**config.mk**
```make
export PLATFORM = sky130hd
export DESIGN_NAME = toi_ctrl
export DESIGN_NICKNAME = d
export VERILOG_FILES = /design/src/hw/rtl/toi_pkg.sv /design/src/hw/rtl/toi_ctrl.sv
export SDC_FILE = /design/constraint.sdc
export NUM_CORES = 1
export LEC_CHECK = 0
export ABC_AREA = 1
export BUFFER_PORTS_ARGS = -buffer_cell sky130_fd_sc_hd__buf_4
export CORE_UTILIZATION = 44
export CTS_CLUSTER_SIZE = 10
export DETAILED_ROUTE_END_ITERATION = 8
export GPL_TIMING_DRIVEN = 0
export HOLD_SLACK_MARGIN = 0.05
export SLEW_MARGIN = 25
export SYNTH_ARGS = -nofsm -noshare
export SYNTH_HDL_FRONTEND = slang
export SYNTH_SLANG_ARGS = --single-unit
```
**constraint.sdc**
```tcl
create_clock -name clk -period 3.2 [get_ports clk]
set_clock_uncertainty 0.15 [all_clocks]
set_input_delay 0.16 -clock clk [delete_from_list [all_inputs] [get_ports clk]]
set_output_delay 0.16 -clock clk [all_outputs]
set_load 0.02 [all_outputs]
```
**src/hw/rtl/toi_pkg.sv**
```systemverilog
// ----------------------------------------------------------------------------
// toi_pkg
// Shared types, constants and helper functions for the tricycle odometry
// integrator: register indexes, command and status structs, the arctangent
// table of the CORDIC and fixed-point rounding helpers.
// ----------------------------------------------------------------------------
package toi_pkg;

  localparam int ANGLE_BITS_DEF    = 16;
  localparam int CORDIC_STAGES_DEF = 16;
  localparam int POS_BITS_DEF      = 32;

  localparam int CFG_IDX_W  = 1;
  localparam int CFG_DATA_W = 18;
  localparam logic [CFG_IDX_W-1:0] CFG_WHEEL_RADIUS  = 1'd0;
  localparam logic [CFG_IDX_W-1:0] CFG_INV_WHEELBASE = 1'd1;
  localparam logic [17:0] WHEEL_RADIUS_RST  = 18'd10813;
  localparam logic [17:0] INV_WHEELBASE_RST = 18'd43259;

  // CORDIC start vector, gain-compensated, Q1.30.
  localparam logic signed [33:0] CORDIC_X0 = 34'sd652032874;
  localparam int TABLE_LEN = 24;

  // Turn conversion of the heading increment and microsecond scaling.
  localparam logic signed [20:0] TURN_RECIP = 21'sd699971;
  localparam logic signed [63:0] US_HALF    = 64'sd500000;
  localparam logic [20:0]        US_PER_S   = 21'd1000000;
  localparam logic signed [44:0] US_ROUND   = 45'sd999999;

  localparam int DIV_NW = 45;
  localparam int DIV_QB = 26;
  // Floor of 2^45 / 10^6; the quotient estimate from it is at most one low.
  localparam logic [DIV_QB-1:0] DIV_RECIP = 26'd35184372;

  localparam logic [31:0] ATAN_TURNS [TABLE_LEN] = '{
    32'd536870912, 32'd316933406, 32'd167458907, 32'd85004756, 32'd42667331,
    32'd21354465, 32'd10679838, 32'd5340245, 32'd2670163, 32'd1335087,
    32'd667544, 32'd333772, 32'd166886, 32'd83443, 32'd41722, 32'd20861,
    32'd10430, 32'd5215, 32'd2608, 32'd1304, 32'd652, 32'd326, 32'd163, 32'd81
  };

  typedef enum logic [3:0] {
    MOP_NONE, MOP_VW, MOP_V, MOP_T, MOP_W1, MOP_W2, MOP_P_COS, MOP_P_SIN,
    MOP_D1, MOP_D2, MOP_H1, MOP_H2, MOP_H3
  } mul_op_t;

  typedef enum logic [1:0] {
    CSRC_STEER, CSRC_HEAD, CSRC_QUAT
  } cordic_src_t;

  typedef enum logic {
    DSEL_X, DSEL_Y
  } div_sel_t;

  typedef struct packed {
    logic        in_load;
    mul_op_t     mop;
    logic        cordic_start;
    cordic_src_t cordic_src;
    logic        div_start;
    div_sel_t    div_sel;
    logic        out_load;
  } ctrl_cmd_t;

  typedef struct packed {
    logic skip;
    logic cordic_done;
    logic div_done;
  } ctrl_stat_t;

  // Arctangent step of stage idx, rounded to ab bits of a turn.
  function automatic logic [23:0] atan_step(input logic [4:0] idx, input int ab);
    logic [32:0] t;
    t = {1'b0, ATAN_TURNS[idx]} + (33'd1 << (31 - ab));
    return 24'(t >> (32 - ab));
  endfunction

  // Round to nearest (ties up) after an arithmetic right shift, saturate to 24 bits.
  function automatic logic signed [23:0] rsat24(input logic signed [63:0] v, input int sh);
    logic signed [63:0] t;
    t = (v + (64'sd1 <<< (sh - 1))) >>> sh;
    if (t > 64'sd8388607) begin
      return 24'sh7FFFFF;
    end else if (t < -64'sd8388608) begin
      return 24'sh800000;
    end
    return 24'(t);
  endfunction

endpackage

```
**src/hw/rtl/toi_ctrl.sv**
```systemverilog
// ----------------------------------------------------------------------------
// toi_ctrl
// Sequencer of the odometry integrator: steps the shared multiplier, the
// CORDIC and the divider through one update and handles both handshakes.
// ----------------------------------------------------------------------------
module toi_ctrl (
  input  logic                 clk,
  input  logic                 rst_n,
  input  logic                 in_valid,
  output logic                 in_stall,
  output logic                 out_valid,
  input  logic                 out_stall,
  input  toi_pkg::ctrl_stat_t  stat,
  output toi_pkg::ctrl_cmd_t   cmd
);
  import toi_pkg::*;

  typedef enum logic [20:0] {
    S_IDLE = 21'd1 << 0,
    S_VW   = 21'd1 << 1,
    S_CS   = 21'd1 << 2,
    S_V    = 21'd1 << 3,
    S_T    = 21'd1 << 4,
    S_W1   = 21'd1 << 5,
    S_W2   = 21'd1 << 6,
    S_CH   = 21'd1 << 7,
    S_PX   = 21'd1 << 8,
    S_DX1  = 21'd1 << 9,
    S_DX2  = 21'd1 << 10,
    S_DVX  = 21'd1 << 11,
    S_PY   = 21'd1 << 12,
    S_DY1  = 21'd1 << 13,
    S_DY2  = 21'd1 << 14,
    S_DVY  = 21'd1 << 15,
    S_H1   = 21'd1 << 16,
    S_H2   = 21'd1 << 17,
    S_H3   = 21'd1 << 18,
    S_CQ   = 21'd1 << 19,
    S_DONE = 21'd1 << 20
  } state_t;

  state_t      state_r, state_nxt, follow;
  logic [1:0]  cnt_r, cnt_nxt;
  logic        out_valid_r, out_valid_nxt;
  logic        k_mul, k_cor, k_div;
  mul_op_t     mop_sel;

  always_comb begin
    cmd          = '0;
    cmd.mop      = MOP_NONE;
    state_nxt    = state_r;
    cnt_nxt      = cnt_r;
    follow       = S_IDLE;
    k_mul        = 1'b0;
    k_cor        = 1'b0;
    k_div        = 1'b0;
    mop_sel      = MOP_NONE;
    case (state_r)
      S_IDLE: begin
        if (in_valid) begin
          cmd.in_load = 1'b1;
          // A transaction with no elapsed time leaves the pose alone.
          if (!stat.skip) state_nxt = S_VW;
        end
      end
      S_VW:  begin k_mul = 1'b1; mop_sel = MOP_VW;    follow = S_CS;  end
      S_CS:  begin k_cor = 1'b1; cmd.cordic_src = CSRC_STEER; follow = S_V; end
      S_V:   begin k_mul = 1'b1; mop_sel = MOP_V;     follow = S_T;   end
      S_T:   begin k_mul = 1'b1; mop_sel = MOP_T;     follow = S_W1;  end
      S_W1:  begin k_mul = 1'b1; mop_sel = MOP_W1;    follow = S_W2;  end
      S_W2:  begin k_mul = 1'b1; mop_sel = MOP_W2;    follow = S_CH;  end
      S_CH:  begin k_cor = 1'b1; cmd.cordic_src = CSRC_HEAD; follow = S_PX; end
      S_PX:  begin k_mul = 1'b1; mop_sel = MOP_P_COS; follow = S_DX1; end
      S_DX1: begin k_mul = 1'b1; mop_sel = MOP_D1;    follow = S_DX2; end
      S_DX2: begin k_mul = 1'b1; mop_sel = MOP_D2;    follow = S_DVX; end
      S_DVX: begin k_div = 1'b1; cmd.div_sel = DSEL_X; follow = S_PY; end
      S_PY:  begin k_mul = 1'b1; mop_sel = MOP_P_SIN; follow = S_DY1; end
      S_DY1: begin k_mul = 1'b1; mop_sel = MOP_D1;    follow = S_DY2; end
      S_DY2: begin k_mul = 1'b1; mop_sel = MOP_D2;    follow = S_DVY; end
      S_DVY: begin k_div = 1'b1; cmd.div_sel = DSEL_Y; follow = S_H1; end
      S_H1:  begin k_mul = 1'b1; mop_sel = MOP_H1;    follow = S_H2;  end
      S_H2:  begin k_mul = 1'b1; mop_sel = MOP_H2;    follow = S_H3;  end
      S_H3:  begin k_mul = 1'b1; mop_sel = MOP_H3;    follow = S_CQ;  end
      S_CQ:  begin k_cor = 1'b1; cmd.cordic_src = CSRC_QUAT; follow = S_DONE; end
      S_DONE: begin
        if (!out_valid_r || !out_stall) begin
          cmd.out_load = 1'b1;
          state_nxt    = S_IDLE;
        end
      end
      default: state_nxt = S_IDLE;
    endcase

    // A multiply step issues once, then waits for the product, the
    // accumulation and the rescaled result to settle.
    if (k_mul) begin
      if (cnt_r == 2'd0) cmd.mop = mop_sel;
      if (cnt_r == 2'd2) begin
        state_nxt = follow;
        cnt_nxt   = 2'd0;
      end else begin
        cnt_nxt = cnt_r + 2'd1;
      end
    end
    if (k_cor || k_div) begin
      if (cnt_r == 2'd0) begin
        cmd.cordic_start = k_cor;
        cmd.div_start    = k_div;
        cnt_nxt          = 2'd1;
      end else if ((k_cor && stat.cordic_done) || (k_div && stat.div_done)) begin
        state_nxt = follow;
        cnt_nxt   = 2'd0;
      end
    end

    if (cmd.out_load) out_valid_nxt = 1'b1;
    else if (!out_stall) out_valid_nxt = 1'b0;
    else out_valid_nxt = out_valid_r;
  end

  always_ff @(posedge clk) begin
    if (!rst_n) begin
      state_r     <= S_IDLE;
      cnt_r       <= 2'd0;
      out_valid_r <= 1'b0;
    end else begin
      state_r     <= state_nxt;
      cnt_r       <= cnt_nxt;
      out_valid_r <= out_valid_nxt;
    end
  end

  assign in_stall  = (state_r != S_IDLE);
  assign out_valid = out_valid_r;

endmodule
```
Yosys cells after proc, flatten, opt, wreduce, memory -nomap -nowiden. Index checks and enable logic that the tools add are counted.

Bits in registers: 24. Bits in latches: 0. Memory bits (writable): 0. Bits in read-only memories: 0. Bits of input ports: 7. Output and inout bits: 13. Logic and storage cells: 75. Memories kept: 0.

$add $sub $neg: 1. Multipliers: 0. Div/mod/pow operators: 0. Magnitude comparators: 0. Equal/unequal tests: 24. Shift-type cells: 0. Mux-type cells: 33. Bitwise operators: 0. Reduce and logical (&&, ||, !) cells: 14.

Operator list (number): one-hot mux 21 bit (19 select lines) (1); two-way mux 21 bit (8); one-hot mux 21 bit (3 select lines) (1); one-hot mux 4 bit (12 select lines) (1); == test 21 x 1 -> 1 bit, second input constant (1); == test 21 x 10 -> 1 bit, second input constant (1); == test 21 x 11 -> 1 bit, second input constant (1); == test 21 x 12 -> 1 bit, second input constant (1); == test 21 x 13 -> 1 bit, second input constant (1); == test 21 x 14 -> 1 bit, second input constant (1); == test 21 x 15 -> 1 bit, second input constant (1); == test 21 x 16 -> 1 bit, second input constant (1); == test 21 x 17 -> 1 bit, second input constant (1); == test 21 x 18 -> 1 bit, second input constant (1); == test 21 x 19 -> 1 bit, second input constant (1); == test 21 x 2 -> 1 bit, second input constant (1); == test 21 x 20 -> 1 bit, second input constant (1); == test 21 bit, second input constant (1); == test 21 x 3 -> 1 bit, second input constant (1); == test 21 x 4 -> 1 bit, second input constant (1); == test 21 x 5 -> 1 bit, second input constant (1); == test 21 x 6 -> 1 bit, second input constant (1); == test 21 x 7 -> 1 bit, second input constant (1); == test 21 x 8 -> 1 bit, second input constant (1); 17 further kinds (41).

Longest topological paths before layout.
Word-level depth: 9. Depth in mapped cells: 16. Gate-level depth less buffers: 16.

Least setup slack after synthesis. No wires, ideal clock.

Kind: register to register. Start point: register state_r[4]. End point: register state_r[15]. Setup time: 0.127 ns. Data arrival time: 1.814 ns. Required time: 2.923 ns. Setup slack: 1.109 ns. Stages on the path, launching flop included: 16. Buffers on the path: 2. Clock period less this slack: 2.091 ns. Cells stage by stage: dfxtp_1 nor2_4 nand2_4 nor2_8 buf_6 nand3_1 nand2_1 nor2_1 nand2_1 nor2_4 nand3_1 nor2_2 nor2_8 nand2_4 buf_6 o22ai_1.

Word-level cells in the longest chain between the ends: 8. Elaborated cells on any way between the ends: 39. Classes of those cells: 21 x eq/ne; 10 x mux; 8 x reduce/logical.

Ends and longest elaborated chain: from (decl) (RTL line toi_ctrl.sv:42) `state_t state_r, state_nxt, follow;`; from (signal assigned) (RTL line toi_ctrl.sv:127) `state_r <= state_nxt;`; == test 21 x 16 -> 1 bit, or another cell as far along (RTL line toi_ctrl.sv:58) `case (state_r)`; OR reduction 19 bit (no source line), or another cell as far along; one-hot mux 21 bit (3 select lines) or two-way mux 1 bit (tied branches) (RTL line toi_ctrl.sv:58); two-way mux 21 bit or logical AND 1 bit (tied branches) (RTL line toi_ctrl.sv:98, toi_ctrl.sv:110); two-way mux 21 bit or logical OR 1 bit (tied branches) (RTL line toi_ctrl.sv:96, toi_ctrl.sv:110); two-way mux 21 bit (RTL line toi_ctrl.sv:110) `end else if ((k_cor && stat.cordic_done) || (k_div && stat.div_done)) begin`; two-way mux 21 bit (RTL line toi_ctrl.sv:106) `if (cnt_r == 2'd0) begin`; two-way mux 21 bit * (RTL line toi_ctrl.sv:105) `if (k_cor || k_div) begin`.

Every way passes the cells marked *; elsewhere a longest branch is shown, timed or not. A chain may end at the register's enable or synchronous reset.

==> metrics.csv <==
metric;value;unit
seq_power_share;48.6;%
synthSimpleGateAreaFrac;49.2;%
wl;4.29;mm
slew_violations;0;
clk_pin_slew;0.08;ns
syn_area;1820;um^2
antenna_found_initial;0;
finalSetupViolCount;0;
synth_top_family_by_area;simple AND/OR/NAND/NOR gates;
switching_power;192;uW
dp.final_hpwl;3.44;mm
ctsHtreeMaxLevel;1;
synth_cells;275;
synthMuxAreaShare;0;%
coreArea;4000;um^2
insertion_delay;0.27;ns
antenna_left;0;
crit_path_start_kind;register;
cp.buffers_inverters;2;
fin_setup_tns;0;ns
worstPathMaxFanout;4;
synth_compound_area_share;11.7;%
slowest_delay;0.35;ns
yosysWarnings;0;
cp_slowest_cell;dfxtp_1;
maxSlewHeadroom;61.7;%
path_class;register to output pin;
ios;20;
area_delta_synth_final;14.6;%
irDropWorstVdd;0.000166;V
cts_tree;built;
cp.arrival;2.27;ns
cts_root_buf;clkbuf_8;
holdCritPathClass;input pin to register;
intPower;440;uW
cts_buffers;3;
hold_viol;0;
port_buffers;19;
die_w;66.3;um
drt_pass1_iterations;5;
max-cap-violations;0;
syn_nets;282;
grt_pass1_wl;6.97;mm
swShare;30.4;%
grt_pass1_vias;1506;
yosys_register_bits;24;
viasPerCell;4.98;
wire_per_inst;12.3;um
cpMostUsedCell;nand2_1;
fmax;0.387;GHz
fin_crit;2.58;ns
grt.overflow.total;0;
start_util;45.5;%
ys_seq_area_share;26.4;%
rows;23;
required;2.89;ns
vias;1738;
drive_gt1_share;24.7;%
ys_types;25;
cts_resized;0;
grt_max_degree;13;
clock_sinks;24;
rsz0062_at_grt;no;
drt-initial-drc-count;69;
clock_path_buffers;2;
die_area;4400;um^2
p_leak;1.00;nW
crit_family;simple AND/OR/NAND/NOR gates;
pwr-share-comb;23.0;%
fillerInstances;420;
synth_fa_ha_area_share;0;%
power_frac_clock;28.3;%
synth_xor_area_share;0;%
globalplace.congestion;0.831;
globalRouteTotalUtil;21.4;%
post-route-period-util;80.6;%
p_per_area;302;nW/um^2
finish.net_count;308;
cts_setup_buffers;0;
die_h;66.3;um
hold_buffers;2;
diodes;0;
dp_slack;0.756;ns
crit_chain;nor2_2 -> nand2_4 -> nor2_8 -> nand3_1 -> nor2_1 -> inv_1 -> nand2_1 -> nor2_1 -> nand2_1 -> nand2_1 -> a31oi_1 -> buf_4;
setup_ws;0.619;ns
status;finished, final reports clean;
drc;0;
avgSynthCellArea;6.62;um^2
worst-slew-pin-transition;0.574;ns
end_kind;output pin;
-- Yosys cell counts --
| cell | count | area share [%] |
|---|---|---|
| nand2_2 | 9 | 3.1 |
| o2111ai_1 | 1 | 0.48 |
| o21ai_0 | 5 | 1.4 |
| nand4_1 | 6 | 2.1 |
| a22oi_1 | 1 | 0.41 |
| nand2_4 | 6 | 3.7 |
| nand2_1 | 40 | 8.2 |
| buf_6 | 4 | 2.5 |
| nand3_1 | 27 | 7.4 |
| buf_4 | 1 | 0.41 |
| inv_1 | 45 | 9.3 |
| nand3_2 | 5 | 2.7 |
| a41oi_1 | 1 | 0.48 |
| a31oi_1 | 3 | 1.0 |
| dfxtp_1 | 24 | 26 |
| o22ai_2 | 2 | 1.4 |
| a21oi_1 | 10 | 2.7 |
| nor2_2 | 13 | 4.5 |
| nor2_8 | 3 | 3.3 |
| nor2_4 | 5 | 3.1 |
| nor3_1 | 7 | 1.9 |
| or2_4 | 1 | 0.48 |
| nor2_1 | 42 | 8.7 |
| inv_2 | 3 | 0.62 |
| o22ai_1 | 11 | 3.8 |
-- power by group through the flow --
stage / clock (mW) / combinational [mW] / sequential (mW)
6_report: 0.179 / 0.146 / 0.307
5_1_grt: 0.198 / 0.159 / 0.308
4_1_cts: 0.188 / 0.145 / 0.307
3_5_place_dp: 0 / 0.143 / 0.314
3_3_place_gp: 0 / 0.143 / 0.314
2_1_floorplan: 0 / 0.106 / 0.313
-- final timing paths --
check / depth (start not counted) / slack, ns / startpoint / to
hold reg to reg: 2 / 0.34 / cnt_r[1] / cnt_r[1]
hold / removal: 4 / 0.06 / stat[2] / state_r[1]
setup reg to reg: 15 / 0.73 / state_r[4] / state_r[15]
setup / recovery: 12 / 0.62 / state_r[2] / cmd[7]
-- metrics by stage --
step	area (um^2)	power, mW	util, %	hold WS, ns	instances
after floorplan	1820	0.419	-	0.119	275
after global placement	2030	0.457	50.7	0.293	344
after detailed placement	2030	0.457	50.7	0.301	344
after CTS	2090	0.640	52.2	0.0578	349
after global routing	2090	0.665	52.2	0.0677	349
final	2090	0.632	52.2	0.0627	349
-- final cells by class --
cell class                      instances  area, um^2  share of cell area, %
Inverter                               48         180                   8.63
Sequential cell                        24         480                   23.0
Multi-Input combinational cell        198        1110                   53.1
Tap cell                               50        62.6                   3.00
Timing Repair Buffer                   21         163                   7.79
Buffer                                  5        52.6                   2.52
Clock buffer                            3        41.3                   1.98
-- cells in the final DEF (no fill, tap or decap), types with 3 or more instances in the layout --
cell and count:
nand2_1 40, nand3_1 27, nor3_1 7, buf_6 4, nor2_8 3, nand2_2 9
o21ai_0 5, nor2_1 42, nand3_2 5, a31oi_1 3, inv_1 45, o22ai_1 11
dfxtp_1 24, nor2_4 5, clkbuf_8 3, nand2_4 6, buf_4 20, a21oi_1 10
inv_2 3, nand4_1 6, nor2_2 13
-- registers in the layout (all words and copies together) (netlist names) --
name and count:
cnt_r 2, out_valid 1, state_r 21
-- worst register-to-register path, cell delays in order, from the launching register on --
cell	delay, ns
dfxtp_1	0.42
nor2_4	0.08
nand2_4	0.12
nor2_8	0.06
buf_6	0.15
nand3_1	0.14
nand2_1	0.07
nor2_1	0.14
nand2_1	0.11
nor2_4	0.18
nand3_1	0.11
nor2_2	0.20
nor2_8	0.07
nand2_4	0.10
buf_6	0.17
o22ai_1	0.08
-- cell families (layout without fill, tap and decap cells) --
family | Yosys count | count (layout)
AND/OR/NAND/NOR | 164 | 164
buffers and inverters | 53 | 77
AO/OA/AOI/OAI | 34 | 34
flip-flops | 24 | 24
-- per-layer routing --
metal / vias to the layer above / GRT usage (%) / share of wire (%)
li1: 943 / - / -
met4: 0 / 7.45 / 1.2
met3: 4 / 4.83 / 2.7
met2: 24 / 32.3 / 43
met1: 767 / 29.5 / 53
met5: - / 0 / 0
(Power assumes the default switching activity.)
